--- src/rtl/core/dts_pkg.sv ---
// types, codes and helper functions shared by the datalog token scanner
package dts_pkg;

    localparam int LINE_WIDTH   = 16;
    localparam int OFFSET_WIDTH = 24;
    localparam int LENGTH_WIDTH = 16;
    localparam int KIND_WIDTH   = 5;
    localparam int NUM_KW       = 4;
    localparam int KW_MAX_LEN   = 7;

    // token kinds
    localparam logic [KIND_WIDTH-1:0] K_COMMA     = 5'd0;
    localparam logic [KIND_WIDTH-1:0] K_PERIOD    = 5'd1;
    localparam logic [KIND_WIDTH-1:0] K_QMARK     = 5'd2;
    localparam logic [KIND_WIDTH-1:0] K_LPAREN    = 5'd3;
    localparam logic [KIND_WIDTH-1:0] K_RPAREN    = 5'd4;
    localparam logic [KIND_WIDTH-1:0] K_COLON     = 5'd5;
    localparam logic [KIND_WIDTH-1:0] K_COLONDASH = 5'd6;
    localparam logic [KIND_WIDTH-1:0] K_MULTIPLY  = 5'd7;
    localparam logic [KIND_WIDTH-1:0] K_ADD       = 5'd8;
    localparam logic [KIND_WIDTH-1:0] K_KEYWORD0  = 5'd9;
    localparam logic [KIND_WIDTH-1:0] K_ID        = 5'd13;
    localparam logic [KIND_WIDTH-1:0] K_STRING    = 5'd14;
    localparam logic [KIND_WIDTH-1:0] K_UNDEFINED = 5'd15;
    localparam logic [KIND_WIDTH-1:0] K_EOF       = 5'd16;

    // character codes
    localparam logic [7:0] CH_NL     = 8'h0A;
    localparam logic [7:0] CH_TAB    = 8'h09;
    localparam logic [7:0] CH_VT     = 8'h0B;
    localparam logic [7:0] CH_FF     = 8'h0C;
    localparam logic [7:0] CH_CR     = 8'h0D;
    localparam logic [7:0] CH_SPACE  = 8'h20;
    localparam logic [7:0] CH_COMMA  = 8'h2C;
    localparam logic [7:0] CH_PERIOD = 8'h2E;
    localparam logic [7:0] CH_QMARK  = 8'h3F;
    localparam logic [7:0] CH_LPAREN = 8'h28;
    localparam logic [7:0] CH_RPAREN = 8'h29;
    localparam logic [7:0] CH_STAR   = 8'h2A;
    localparam logic [7:0] CH_PLUS   = 8'h2B;
    localparam logic [7:0] CH_COLON  = 8'h3A;
    localparam logic [7:0] CH_HASH   = 8'h23;
    localparam logic [7:0] CH_QUOTE  = 8'h27;
    localparam logic [7:0] CH_BAR    = 8'h7C;
    localparam logic [7:0] CH_DASH   = 8'h2D;

    // keyword text, padded with zero bytes past each keyword's length
    localparam logic [7:0] KW_TEXT [NUM_KW][KW_MAX_LEN] = '{
        '{"S", "c", "h", "e", "m", "e", "s"},
        '{"R", "u", "l", "e", "s", 8'h00, 8'h00},
        '{"F", "a", "c", "t", "s", 8'h00, 8'h00},
        '{"Q", "u", "e", "r", "i", "e", "s"}
    };
    localparam logic [LENGTH_WIDTH-1:0] KW_LEN [NUM_KW] = '{
        LENGTH_WIDTH'(7), LENGTH_WIDTH'(5), LENGTH_WIDTH'(5), LENGTH_WIDTH'(7)
    };

    // scanner modes
    typedef enum logic [3:0] {
        M_IDLE,
        M_IDENT,
        M_COLON,
        M_HASH,
        M_LINECOM,
        M_BLOCK,
        M_BLOCKBAR,
        M_STRING,
        M_STRQUOTE
    } t_mode;

    typedef struct packed {
        logic [7:0] char_code;
        logic       end_of_input;
    } t_in_item;

    typedef struct packed {
        logic [KIND_WIDTH-1:0]   token_kind;
        logic [LINE_WIDTH-1:0]   token_line;
        logic [OFFSET_WIDTH-1:0] token_start;
        logic [LENGTH_WIDTH-1:0] token_length;
        logic                    last_of_run;
    } t_out_item;

    // saturating increments
    function automatic logic [LINE_WIDTH-1:0] sat_line(input logic [LINE_WIDTH-1:0] v);
        return (&v) ? v : v + LINE_WIDTH'(1);
    endfunction

    function automatic logic [OFFSET_WIDTH-1:0] sat_off(input logic [OFFSET_WIDTH-1:0] v);
        return (&v) ? v : v + OFFSET_WIDTH'(1);
    endfunction

    function automatic logic [LENGTH_WIDTH-1:0] sat_len(input logic [LENGTH_WIDTH-1:0] v);
        return (&v) ? v : v + LENGTH_WIDTH'(1);
    endfunction

    // keyword k still matches when character c sits at position pos
    function automatic logic kw_hit(input int k, input logic [LENGTH_WIDTH-1:0] pos,
                                    input logic [7:0] c);
        logic [2:0] idx;
        idx = pos[2:0];
        if (pos >= KW_LEN[k] || idx >= 3'(KW_MAX_LEN)) begin
            return 1'b0;
        end
        return KW_TEXT[k][idx] == c;
    endfunction

    function automatic logic is_alpha(input logic [7:0] c);
        return (c >= "A" && c <= "Z") || (c >= "a" && c <= "z");
    endfunction

    function automatic logic is_digit(input logic [7:0] c);
        return c >= "0" && c <= "9";
    endfunction

    function automatic logic is_space(input logic [7:0] c);
        return c == CH_SPACE || c == CH_TAB || c == CH_VT || c == CH_FF || c == CH_CR;
    endfunction

endpackage

--- src/rtl/core/datalog_token_scanner.sv ---
// datalog token scanner: byte-serial lexer with a four-entry token queue
// throughput: one byte per cycle while input ready is high; a byte that ends
//   a token and emits another puts two tokens in the queue, which drains one
//   token per cycle while output ready is high
// input ready drops while the token queue has fewer than two free entries
// synchronous active-low reset: idle mode, line = 1, offset 0, empty queue
module datalog_token_scanner
    import dts_pkg::*;
(
    input  logic                  i_clk,
    input  logic                  i_rst_n,
    input  logic                  i_in_valid,
    output logic                  o_in_ready,
    input  t_in_item              i_in_data,
    output logic                  o_out_valid,
    input  logic                  i_out_ready,
    output t_out_item             o_out_data,
    input  logic                  i_cfg_valid,
    output logic                  o_cfg_ready,
    input  logic [LINE_WIDTH-1:0] i_cfg_data
);

    // scanner state
    t_mode                   r_mode, n_mode;
    logic [LINE_WIDTH-1:0]   r_first_line;
    logic [LINE_WIDTH-1:0]   r_line, n_line;
    logic [OFFSET_WIDTH-1:0] r_off, n_off;
    logic [LINE_WIDTH-1:0]   r_pline, n_pline;
    logic [OFFSET_WIDTH-1:0] r_poff, n_poff;
    logic [LENGTH_WIDTH-1:0] r_plen, n_plen;
    logic [NUM_KW-1:0]       r_mask, n_mask;

    // token queue
    t_out_item               r_q [4];
    logic [1:0]              r_wp, r_rp;
    logic [2:0]              r_cnt;

    logic                    accept, pop;
    logic [7:0]              c;

    // fresh scan of the current byte
    t_mode                   f_mode;
    logic                    f_emit, f_begin, f_nl;
    logic [KIND_WIDTH-1:0]   f_kind;
    logic [NUM_KW-1:0]       hit_first, hit_now;

    // emitted tokens: pending flush first, then fresh or eof
    logic                    pv, qv;
    t_out_item               pre_tok, post_tok, tok_a, tok_b;
    logic                    do_fresh;
    logic [KIND_WIDTH-1:0]   id_kind;
    logic [1:0]              npush;

    assign c           = i_in_data.char_code;
    assign accept      = i_in_valid && o_in_ready;
    assign pop         = o_out_valid && i_out_ready;
    assign o_in_ready  = i_rst_n && (r_cnt <= 3'd2);
    // a first-line write waits while an input item is offered
    assign o_cfg_ready = i_rst_n && !i_in_valid;
    assign o_out_valid = (r_cnt != 3'd0);
    assign o_out_data  = r_q[r_rp];

    // keyword match bits at the first position and at the pending length
    always_comb begin
        for (int k = 0; k < NUM_KW; k++) begin
            hit_first[k] = kw_hit(k, '0, c);
            hit_now[k]   = kw_hit(k, r_plen, c);
        end
    end

    // identifier kind: first keyword still matching with equal length
    always_comb begin
        id_kind = K_ID;
        for (int k = NUM_KW - 1; k >= 0; k--) begin
            if (r_mask[k] && r_plen == KW_LEN[k]) begin
                id_kind = K_KEYWORD0 + KIND_WIDTH'(k);
            end
        end
    end

    // classify a byte scanned afresh
    always_comb begin
        f_mode  = M_IDLE;
        f_emit  = 1'b0;
        f_begin = 1'b0;
        f_nl    = 1'b0;
        f_kind  = K_UNDEFINED;
        case (c)
            CH_NL:     f_nl = 1'b1;
            CH_COMMA:  begin f_emit = 1'b1; f_kind = K_COMMA;    end
            CH_PERIOD: begin f_emit = 1'b1; f_kind = K_PERIOD;   end
            CH_QMARK:  begin f_emit = 1'b1; f_kind = K_QMARK;    end
            CH_LPAREN: begin f_emit = 1'b1; f_kind = K_LPAREN;   end
            CH_RPAREN: begin f_emit = 1'b1; f_kind = K_RPAREN;   end
            CH_STAR:   begin f_emit = 1'b1; f_kind = K_MULTIPLY; end
            CH_PLUS:   begin f_emit = 1'b1; f_kind = K_ADD;      end
            CH_COLON:  begin f_begin = 1'b1; f_mode = M_COLON;   end
            CH_HASH:   begin f_begin = 1'b1; f_mode = M_HASH;    end
            CH_QUOTE:  begin f_begin = 1'b1; f_mode = M_STRING;  end
            default: begin
                if (is_alpha(c)) begin
                    f_begin = 1'b1;
                    f_mode  = M_IDENT;
                end else if (!is_space(c)) begin
                    f_emit = 1'b1;
                end
            end
        endcase
    end

    // next state and emitted tokens for the current item
    always_comb begin
        n_mode   = r_mode;
        n_line   = r_line;
        n_off    = r_off;
        n_pline  = r_pline;
        n_poff   = r_poff;
        n_plen   = r_plen;
        n_mask   = r_mask;
        pv       = 1'b0;
        qv       = 1'b0;
        do_fresh = 1'b0;
        pre_tok  = '{token_kind: K_UNDEFINED, token_line: r_pline, token_start: r_poff,
                     token_length: r_plen, last_of_run: 1'b1};
        post_tok = '{token_kind: f_kind, token_line: r_line, token_start: r_off,
                     token_length: LENGTH_WIDTH'(1), last_of_run: 1'b1};

        if (i_in_data.end_of_input) begin
            // flush pending token, then eof, then start a fresh text
            case (r_mode)
                M_IDENT: begin
                    pv = 1'b1;
                    pre_tok.token_kind = id_kind;
                end
                M_COLON: begin
                    pv = 1'b1;
                    pre_tok.token_kind   = K_COLON;
                    pre_tok.token_length = LENGTH_WIDTH'(1);
                end
                M_STRING, M_BLOCK, M_BLOCKBAR: pv = 1'b1;
                M_STRQUOTE: begin
                    pv = 1'b1;
                    pre_tok.token_kind = K_STRING;
                end
                default: ;
            endcase
            qv = 1'b1;
            post_tok.token_kind   = K_EOF;
            post_tok.token_length = '0;
            n_mode  = M_IDLE;
            n_line  = r_first_line;
            n_off   = '0;
            n_pline = '0;
            n_poff  = '0;
            n_plen  = '0;
            n_mask  = '1;
        end else begin
            case (r_mode)
                M_IDENT: begin
                    if (is_alpha(c) || is_digit(c)) begin
                        n_mask = r_mask & hit_now;
                        n_plen = sat_len(r_plen);
                    end else begin
                        pv = 1'b1;
                        pre_tok.token_kind = id_kind;
                        do_fresh = 1'b1;
                    end
                end
                M_COLON: begin
                    pv = 1'b1;
                    if (c == CH_DASH) begin
                        pre_tok.token_kind   = K_COLONDASH;
                        pre_tok.token_length = LENGTH_WIDTH'(2);
                        n_mode = M_IDLE;
                    end else begin
                        pre_tok.token_kind   = K_COLON;
                        pre_tok.token_length = LENGTH_WIDTH'(1);
                        do_fresh = 1'b1;
                    end
                end
                M_HASH: begin
                    if (c == CH_BAR) begin
                        n_plen = sat_len(r_plen);
                        n_mode = M_BLOCK;
                    end else if (c == CH_NL) begin
                        n_line = sat_line(r_line);
                        n_mode = M_IDLE;
                    end else begin
                        n_mode = M_LINECOM;
                    end
                end
                M_LINECOM: begin
                    if (c == CH_NL) begin
                        n_line = sat_line(r_line);
                        n_mode = M_IDLE;
                    end
                end
                M_BLOCK, M_BLOCKBAR: begin
                    n_plen = sat_len(r_plen);
                    if (c == CH_HASH && r_mode == M_BLOCKBAR) begin
                        n_mode = M_IDLE;
                    end else if (c == CH_BAR) begin
                        n_mode = M_BLOCKBAR;
                    end else begin
                        if (c == CH_NL) n_line = sat_line(r_line);
                        n_mode = M_BLOCK;
                    end
                end
                M_STRING: begin
                    n_plen = sat_len(r_plen);
                    if (c == CH_NL) begin
                        n_line = sat_line(r_line);
                    end else if (c == CH_QUOTE) begin
                        n_mode = M_STRQUOTE;
                    end
                end
                M_STRQUOTE: begin
                    if (c == CH_QUOTE) begin
                        n_plen = sat_len(r_plen);
                        n_mode = M_STRING;
                    end else begin
                        pv = 1'b1;
                        pre_tok.token_kind = K_STRING;
                        do_fresh = 1'b1;
                    end
                end
                default: do_fresh = 1'b1;
            endcase

            // byte scanned afresh, from idle or after a pending token ended
            if (do_fresh) begin
                n_mode = f_mode;
                qv     = f_emit;
                if (f_nl) n_line = sat_line(r_line);
                if (f_begin) begin
                    n_pline = r_line;
                    n_poff  = r_off;
                    n_plen  = LENGTH_WIDTH'(1);
                    if (f_mode == M_IDENT) n_mask = hit_first;
                end
            end
            n_off = sat_off(r_off);
        end
    end

    // order the tokens for the queue
    always_comb begin
        tok_a = pv ? pre_tok : post_tok;
        tok_a.last_of_run = !(pv && qv);
        tok_b = post_tok;
        npush = {1'b0, pv} + {1'b0, qv};
    end

    // scanner state and first-line register
    always_ff @(posedge i_clk) begin
        if (!i_rst_n) begin
            r_mode       <= M_IDLE;
            r_first_line <= LINE_WIDTH'(1);
            r_line       <= LINE_WIDTH'(1);
            r_off        <= '0;
            r_pline      <= '0;
            r_poff       <= '0;
            r_plen       <= '0;
            r_mask       <= '1;
        end else if (accept) begin
            r_mode  <= n_mode;
            r_line  <= n_line;
            r_off   <= n_off;
            r_pline <= n_pline;
            r_poff  <= n_poff;
            r_plen  <= n_plen;
            r_mask  <= n_mask;
        end else if (i_cfg_valid && o_cfg_ready) begin
            r_first_line <= i_cfg_data;
            r_line       <= i_cfg_data;
        end
    end

    // token queue storage
    always_ff @(posedge i_clk) begin
        if (accept && npush != 2'd0) begin
            r_q[r_wp] <= tok_a;
            if (npush == 2'd2) r_q[r_wp + 2'd1] <= tok_b;
        end
    end

    // token queue pointers and fill count
    always_ff @(posedge i_clk) begin
        if (!i_rst_n) begin
            r_wp  <= '0;
            r_rp  <= '0;
            r_cnt <= '0;
        end else begin
            if (accept) r_wp <= r_wp + npush;
            if (pop) r_rp <= r_rp + 2'd1;
            r_cnt <= r_cnt + (accept ? {1'b0, npush} : 3'd0) - (pop ? 3'd1 : 3'd0);
        end
    end

endmodule
--- config.mk ---
export PLATFORM = sky130hd
export DESIGN_NAME = datalog_token_scanner
export DESIGN_NICKNAME = d
export VERILOG_FILES = /design/src/rtl/core/dts_pkg.sv /design/src/rtl/core/datalog_token_scanner.sv
export SDC_FILE = /design/constraint.sdc
export NUM_CORES = 1
export LEC_CHECK = 0
export BUFFER_PORTS_ARGS = -buffer_cell sky130_fd_sc_hd__buf_2
export CAP_MARGIN = 5
export CORE_ASPECT_RATIO = 0.9
export CORE_MARGIN = 4
export CORE_UTILIZATION = 62
export DETAILED_ROUTE_END_ITERATION = 8
export PLACE_DENSITY_LB_ADDON = 0.08
export SLEW_MARGIN = 0
export SYNTH_ARGS = -nofsm -noshare
export SYNTH_HDL_FRONTEND = slang
export SYNTH_SLANG_ARGS = --single-unit
--- constraint.sdc ---
create_clock -name i_clk -period 5.9 [get_ports i_clk]
set_input_delay 1.18 -clock i_clk [delete_from_list [all_inputs] [get_ports i_clk]]
set_output_delay 1.18 -clock i_clk [all_outputs]
set_load 0.01 [all_outputs]
### After elaboration in Yosys (flattened, before gate mapping)

Memory sizes are Yosys's and may differ from the RTL's. A register that Yosys moved wholly into a read port is not among the register bits.
Index checks and enable logic that the tools add are counted.

| storage, ports and cells | value |
|---|---|
| flip-flop bits (word level) | 127 |
| RAM bits | 248 |
| memory bits (read-only) | 256 |
| output and inout port bits | 65 |
| memories | 5 |

Memories:

| name | depth | width | read ports | clocked after Yosys merged registers in | wr ports | line | RTL |
|---|---|---|---|---|---|---|---|
| r_q | 4 | 62 | 1 | 1 | 2 | datalog_token_scanner.sv:34 | `t_out_item r_q [4];` |
| (name not given) | 8 | 8 | 1 | 0 | 0 | dts_pkg.sv:105 | `return KW_TEXT[k][idx] == c;` |
| (name not given) | 8 | 8 | 1 | 0 | 0 | dts_pkg.sv:105 |  |
| (name not given) | 8 | 8 | 1 | 0 | 0 | dts_pkg.sv:105 |  |
| (name not given) | 8 | 8 | 1 | 0 | 0 | dts_pkg.sv:105 |  |

| cells by class | value |
|---|---|
| $add $sub $neg | 9 |
| order comparisons | 11 |
| eq/ne operators | 44 |
| mux-type cells | 105 |
| bitwise gates (word level) | 3 |
| reductions and logical operators | 47 |

Operators by type and width:

| operator | count |
|---|---|
| 2-to-1 mux 16 bit | 22 |
| 2-to-1 mux 24 bit | 5 |
| == test 8 x 6 -> 1 bit (second input constant) | 12 |
| 2-to-1 mux 8 bit | 8 |
| case mux 16 bit (4 select lines) | 1 |
| 2-to-1 mux 62 bit | 1 |
| 2-to-1 mux 4 bit | 13 |
| case mux 16 bit (3 select lines) | 1 |
| == test 8 x 4 -> 1 bit (second input constant) | 5 |
| adder 16 x 1 -> 16 bit (second input constant) | 2 |
| == test 16 x 3 -> 1 bit (second input constant) | 2 |
| == test 7 x 8 -> 1 bit (first input constant) | 4 |
| == test 8 bit | 4 |
| greater-or-equal comparator 16 x 3 -> 1 bit (second input constant) | 2 |
| AND reduction 16 bit | 2 |
| 2-to-1 mux 1 bit | 30 |
| 2-to-1 mux 5 bit | 6 |
| case mux 5 bit (3 select lines) | 2 |
| case mux 4 bit (7 select lines) | 1 |
| adder 24 x 1 -> 24 bit (second input constant) | 1 |
| case mux 4 bit (6 select lines) | 1 |
| AND reduction 24 bit | 1 |
| != test 4 bit (second input constant) | 5 |
| == test 4 x 3 -> 1 bit (second input constant) | 4 |
| 43 further kinds | 84 |

### Logic depth before layout (Yosys ltp)

Gate-level depths: netlist of the first run.

| depth | value |
|---|---|
| word-level depth | 15 |
| gate-level depth with buffers | 18 |

### Least setup slack after synthesis of the first run

No wires, ideal clock.

| timing | value |
|---|---|
| kind | input -> register |
| start point | in i_in_data[1] in the netlist's numbering |
| end point | mem r_q[2][17] in the netlist's numbering (enable) |
| library setup time | 0.401 ns |
| data arrival time | 4.624 ns |
| path slack | 0.875 ns |
| stages on the path | 12 |
| cell sequence | or2_1 -> buf_2 -> o22ai_2 -> o211a_4 -> o41a_1 -> buf_6 -> inv_4 -> ha_1 -> nor4b_1 -> and2_1 -> nor2_1 -> inv_1 |

RTL lines:

| item | line | RTL |
|---|---|---|
| from (decl) | datalog_token_scanner.sv:14 | `input t_in_item i_in_data,` |
| to (decl) | datalog_token_scanner.sv:34 |  |

==> results of run 1 <==
report_power, final:
| part | leakage [nW] | internal, mW | total (mW) | switching, mW |
|---|---|---|---|---|
| registers | 3.10 | 2.83 | 3.01 | 0.177 |
| clock network | 0.647 | 1.47 | 2.49 | 1.03 |
| logic | 3.22 | 0.470 | 1.06 | 0.588 |
state kept, by name, summed over array words and instances, names as in the netlist, named ones only:
name,flops
r_rp,2
r_pline,16
r_q,248
r_mask,4
r_wp,2
r_poff,24
r_plen,16
r_off,24
r_mode,4
r_line,16
r_cnt,3
r_first_line,16
cell families (layout without fill, tap and decap cells):
logic type      after synthesis  count (layout)
fa+ha+maj                    19              19
simple gates                481             481
compound gates              525             525
xor+xnor                     54              54
flops                       377             377
mux                          67              67
buf+inv                     193             227
how the worst max path moves through the flow:
stage	cells after the start	to	startpoint
after global placement	13	r_q[0][35]	i_in_data[4]
after global routing	13	r_q[3][24]	i_in_data[2]
after CTS	13	r_q[3][24]	i_in_data[2]
after detailed placement	13	r_q[3][26]	i_in_data[2]
final	12	r_q[3][24]	r_mode[3]
after floorplan	12	r_q[2][17]	i_in_data[1]
final cells by class:
cell class                 count  area [sq um]  area share
sequential                   377          9397      0.4563
inverter                      27         103.9    0.005043
timing repair buffer         129         820.8     0.03986
clock inverter                22         196.4    0.009540
tap                          396         495.5     0.02406
clock buffer                  49          1106     0.05372
multi-input combinational   1146          8472      0.4114
cells in the mapped netlist, types with 5 or more instances:
cell and n:
o31ai_1 6, nand3_1 42, and4_1 7, o311ai_0 7, buf_4 6, a31oi_1 15, and2_1 16, nor4_1 5
mux4_2 62, nor2_1 97, xnor2_1 23, nand4_1 25, o21a_1 9, a22o_1 206, o22ai_1 22, inv_1 23
nor3_1 26, a32oi_1 8, nand2b_1 12, nand2_1 181, a211oi_1 12, xor2_1 31, a21boi_0 5, or3_1 5
clkbuf_1 98, dfxtp_1 193, buf_2 44, nor2b_1 8, a311oi_1 7, o31a_1 5, buf_1 16, and3_1 23
ha_1 17, edfxtp_1 184, a21oi_1 67, a21o_1 6, o21ai_0 93, mux2i_1 5, o21ai_2 7, o211ai_1 5
layer usage:
layer,vias to the layer above,routed length (um),GRT usage
met2,759,22640,0.4562
li1,6569,-,-
met5,-,83,0.01923
met4,2,1118,0.07993
met3,76,5512,0.05874
met1,7250,22110,0.4695
tightest hold or removal path, delay by kind of cell, from the launching register on:
kind	cells	cell delay, ns
DFF	1	0.32
and+or+nand+nor	1	0.04
AOI/OAI and AO/OA	1	0.05
==> summary.md, run 1 <==
| Metric | Value |
|---|---|
| Status | finished clean |
| Ys async rst share | 0 |
| Seq/Total Area, Yosys | 0.5043 |
| Max-cap violations | 0 |
| Mux cell area share after synthesis | 0.07769 |
| Antenna diode count | 0 |
| Launch point of the worst reg-to-reg path | r_mode[3] |
| CP Class | reg2reg |
| Row cnt | 59 |
| Pins Over Slew Limit | 0 |
| Final antenna-violating net count | 0 |
| Pin slew with the least headroom to its limit | 1.289 ns |
| Syn Std Cell Area | 0.01862 sq mm |
| Simple-Gate Fraction of Synth Area | 0.1267 |
| # hold bufs at CTS | 0 |
| Xor-xnor portion of the synthesized cell area | 0.02540 |
| Crit path required time | 6.29 ns |
| Placed cells | 2075 |
| Die Y | 172.4 um |
| Htree depth | 2 |
| 1st-iter DRT viols | 1655 |
| Worst-Skew Late Latency | 0.53 ns |
| Fin crit share | 0.7872 |
| Longest Clk Path Bufs | 3 |
| Area Growth Syn to Fin | 10.60% |
| CTS tree | built |
| Crit path max-delay cell type | dfxtp_1 |
| CTS resizes | 0 |
| Setup crit start kind | flip-flop |
| Main synth FF type | dfxtp_1 |
| Post-DP HPWL | 32.39 mm |
| EDFF count, synth | 184 |
| LEAKAGE | 6.963 nW |
| Post-Syn Area per Cell | 10.85 sq um |
| Clk_skew | 0.01512 ns |
| Crit-path max cell delay | 0.79 ns |
| Buf/Inv on CP | 1 |
| Hold Path Sink | r_q[0][13] |
| Largest net degree at the start of global routing | 50 |
| Placed instance area | 0.01929 sq mm |
| Worst R2R Setup Slack | 1.26 ns |
| Worst-path clk slew | 0.06 ns |
| Tot Pwr | 6.561 mW |
| Period minus WS final | 4.644 ns |
| Non-Filler Instances | 2146 |
| Endpoint type of the worst setup path | flip-flop |
| Post-synth top area cell | edfxtp_1 |
| Min-delay src | r_q[0][13] |
| Worst-case reg-to-reg path depth | 12 |
| DRT Pass-1 Iters | 8 |
| Synthesized flop and latch total | 377 |
| Complex-gate fraction of the synthesized area | 0.2091 |
| Pwr per Cell Area | 318.6 mW/mm^2 |
| Synth Area in Adders | 0.01304 |
| Root Driver | clkbuf_16 |
| Die outline width | 190.7 um |
| Routability Congestion | 0.9055 |
| Most common cell after layout, fill and taps aside | a22o_1 |
| Vias in the first global route | 13650 |
| Unique masters post-synth | 89 |
| Yosys warns | 0 |
| WL final | 51.46 mm |
| Gr ovfl total | 0 |
| Slew HR | 0.1406 |
| Post-route setup slack | 1.256 ns |
| Min Hold Slack | 0.4474 ns |
| DRC violations left | 0 |
| Fin util | 0.7044 |
| First-pass GRT wire length | 79.54 mm |
| Wire length per cell | 23.98 um |
| Main combinational cell family by area after synthesis | compound AO/OA/AOI/OAI gates |
| Crit Path Max Fanout | 23 |
| Hold Fails Final Rpt | 0 |
| CP top delay family | simple AND/OR/NAND/NOR gates |
| Post-route cell area | 0.02059 sq mm |
| Share of the synthesized area in the top cell type | 0.2968 |
| TritonCTS buffer count | 39 |
| CP arrival | 5.04 ns |
| Total core area | 0.02923 sq mm |
| Maximum VDD drop | 330.1 uV |
| Hold Crit Class | reg2reg |
| Die area | 0.03287 sq mm |
| TNS Setup | 0 ns |
| Initial Util | 0.6369 |
| Synthesized Nets | 1764 |
| RSZ-0062 raised after global routing | no |
| Global Route Usage Sum | 0.3080 |
| Crit path cell chain | or4b_4, a41o_1, o21ai_2, nand2b_1, a21oi_1, ha_1, nor3_1, and2_1, nand2_1, o21ai_4, buf_4, a22o_1 |
| Via count | 14660 |
| Reg2Reg Capture Point | r_q[3][24] |
| Fmax | 215.3 MHz |
| Initial antenna violation count | 0 |
| Fillers | 2221 |
| Layout cell share with drive strength beyond 1 | 0.1663 |
| Largest cells by area after synthesis | edfxtp_1 30%, dfxtp_1 21%, a22o_1 9.7%, mux4_2 7.5%, nand2_1 3.6% |
| Post-CTS Setup Inserts | 0 |
| Hold Path Cell Cnt | 2 |
| Port-buffer cells | 94 |
| Clk sinks | 377 |
| Dpl ws | 0.8402 ns |
| Cells after Synth | 1716 |
| Most frequent cells in the layout | 206 x a22o_1, 191 x dfxtp_1, 184 x edfxtp_1, 181 x nand2_1, 94 x buf_2 |
| Vias per std cell | 6.829 |
| Final net count | 1768 |
| Ports | 95 |
| Endpoints failing setup | 0 |
Note: power is estimated with default switching activity, not from simulation.
==> inputs of run 2 (changes only) <==
clock period = 4.5 ns   (was 5.9 ns; I/O delays follow)
==> summary.md, run 2 (synthesis results as in run 1) <==
| Metric | Value |
|---|---|
| Largest net degree at the start of global routing | 48 (-4.0%) |
| Post-route cell area | 0.02091 sq mm (+1.5%) |
| CTS resizes | 0 (unchanged) |
| TritonCTS buffer count | 38 (-2.6%) |
| # hold bufs at CTS | 0 (unchanged) |
| Vias in the first global route | 13990 (+2.5%) |
| DRC violations left | 0 (unchanged) |
| CTS tree | built |
| Area Growth Syn to Fin | 12.31% |
| Final net count | 1809 (+2.3%) |
| DRT Pass-1 Iters | 8 (unchanged) |
| Crit path max-delay cell type | nor2_4 |
| Sequential Power Share | 0.466 (+0.007) |
| Non-Filler Instances | 2186 (+1.9%) |
| Most common cell after layout, fill and taps aside | a22o_1 |
| Top Registers | r_q (248), r_off (24), r_poff (24) |
| Period minus WS final | 3.956 ns (-0.6885 ns) |
| Htree depth | 2 (unchanged) |
| Fmax | 252.8 MHz (+17%) |
| Die Y | 172.4 um (unchanged) |
| Crit-path max cell delay | 0.78 ns (about the same) |
| Max-cap violations | 0 (unchanged) |
| CP Launch Point | r_mode[2] |
| Endpoint type of the worst setup path | flip-flop |
| Fin util | 0.7153 (+0.01091) |
| Final antenna-violating net count | 0 (unchanged) |
| Psw | 2.325 mW (+30%) |
| Total core area | 0.02923 sq mm (unchanged) |
| Setup crit start kind | flip-flop |
| Initial Util | 0.6369 (unchanged) |
| Top reg by flops | r_q |
| Maximum VDD drop | 394.7 uV (+20%) |
| Pin slew with the least headroom to its limit | 1.020 ns (-0.2686 ns) |
| Crit path required time | 4.89 ns (-1.40 ns) |
| Crit Path Max Fanout | 29 (+26%) |
| CP arrival | 4.35 ns (-0.69 ns) |
| Hold Fails Final Rpt | 0 (unchanged) |
| Met2 usage | 0.4657 (+0.009437) |
| Buf/Inv on CP | 1 (unchanged) |
| Clk_skew | 0.02190 ns (+0.006781 ns) |
| Worst-Skew Late Latency | 0.53 ns (about the same) |
| Min Hold Slack | 0.4525 ns (+0.005109 ns) |
| CP dominant cell by count | nand2b_1 |
| Crit path cell chain | or4b_4, a41o_1, o21ai_2, nand2b_1, a21oi_1, ha_1, nor3_1, nand2b_1, nor2_4, buf_4, a22o_1 |
| Die area | 0.03287 sq mm (unchanged) |
| Fin crit share | 0.8791 (+0.09191) |
| Initial antenna violation count | 1 (+1) |
| Clk sinks | 377 (unchanged) |
| RSZ-0062 raised after global routing | no |
| Met3 GRT Util | 0.07509 (+0.01635) |
| Clock power frac | 0.365 (-0.015) |
| Logic pwr share | 0.169 (+0.008) |
| Pins Over Slew Limit | 0 (unchanged) |
| Net Sw Frac | 0.2746 (+0.001507) |
| Min-delay src | r_first_line[13] |
| Row cnt | 59 (unchanged) |
| CP top delay family | simple AND/OR/NAND/NOR gates |
| Post-CTS Setup Inserts | 0 (unchanged) |
| Ports | 95 (unchanged) |
| GRT met1 Usage | 0.4739 (+0.004421) |
| Int Pwr | 6.142 mW (+29%) |
| Root Driver | clkbuf_16 |
| LEAKAGE | 7.115 nW (+2.2%) |
| Port-buffer cells | 94 (unchanged) |
| First-pass GRT wire length | 81.05 mm (+1.9%) |
| WL final | 51.83 mm (+0.72%) |
| Layout cell share with drive strength beyond 1 | 0.1844 (+0.01807) |
| Placed cells | 2117 (+2.0%) |
| Launch point of the worst reg-to-reg path | r_mode[2] |
| Placed instance area | 0.01970 sq mm (+2.1%) |
| Wire length per cell | 23.71 um (-1.1%) |
| Gr ovfl total | 0 (unchanged) |
| Hold Crit Class | reg2reg |
| Endpoints failing setup | 0 (unchanged) |
| Worst-path clk slew | 0.06 ns (about the same) |
| Antenna diode count | 0 (unchanged) |
| 1st-iter DRT viols | 1981 (+20%) |
| Post-DP HPWL | 33.01 mm (+1.9%) |
| GRT busiest layer | met1 |
| CP Class | reg2reg |
| Die outline width | 190.7 um (unchanged) |
| Pwr per Cell Area | 404.9 mW/mm^2 (+27%) |
| Slew HR | 0.3182 (+0.1776) |
| Largest register FFs | 248 (unchanged) |
| Vias per std cell | 6.767 (-0.91%) |
| Global Route Usage Sum | 0.3133 (+0.005256) |
| Routability Congestion | 0.9453 (+4.4%) |
| Status | finished clean |
| Worst R2R Setup Slack | 0.54 ns (-0.71 ns) |
| Via count | 14790 (+0.93%) |
| Most frequent cells in the layout | 206 x a22o_1, 191 x dfxtp_1, 184 x edfxtp_1, 181 x nand2_1, 94 x buf_2 |
| Longest Clk Path Bufs | 3 (unchanged) |
## run 2: cell types whose count changed in the layout (fill, tap and decap cells not counted), sizes merged
cell,change
bufinv,-3
inv,-3
clkbuf,+15
clkinvlp,+3
buf,+42
clkinv,-14
## run 2: routing by layer
layer	part of all wire	vias to the layer above
li1	-	6645
met1	0.44	7288
met2	0.44	784
met3	0.11	74
met4	0.016	2
met5	0.00014	-
## run 2: path summary, 6_finish.rpt
kind | end | depth (start not counted)
setup / recovery | r_q[0][39] | 11
hold / removal | r_first_line[13] | 2
setup reg to reg | r_q[0][39] | 11
hold reg to reg | r_first_line[13] | 2
## run 2: layout make-up
type | instances | area (sq um)
well taps | 396 | 495.5
flip-flops and latches | 377 | 9397
clock buffers | 64 | 1170
inverters | 27 | 115.1
repair buffers | 171 | 1211
fillers | 2162 | 8323
clock inverters | 5 | 43.79
multi-input cells | 1146 | 8478
## run 2: worst reg2reg max path: cells and delay by family (launching register included)
| kind | cells | cell delay (ns) |
|---|---|---|
| fa+ha+maj | 1 | 0.27 |
| buf+inv | 1 | 0.33 |
| flops | 1 | 0.50 |
| simple gates | 5 | 2.03 |
| compound gates | 4 | 0.69 |
## run 2: through the flow
step | total power, mW | TNS, ns | setup slack (ns)
6_report | 8.467 | 0 | 0.5440
5_1_grt | 8.760 | 0 | 0.3852
4_1_cts | 8.482 | 0 | 0.6389
3_5_place_dp | 5.437 | 0 | 0.1812
3_3_place_gp | 5.420 | 0 | 0.2462
2_1_floorplan | 4.866 | -6.002 | -0.07385
## run 2: power by group through the flow
stage / combinational, mW / sequential [mW] / clock [mW]
floorplan: 1.04 / 3.82 / 0
global placement: 1.42 / 4.00 / 0
detailed placement: 1.43 / 4.01 / 0
CTS: 1.44 / 3.94 / 3.11
global route: 1.54 / 3.96 / 3.26
finish: 1.43 / 3.94 / 3.09
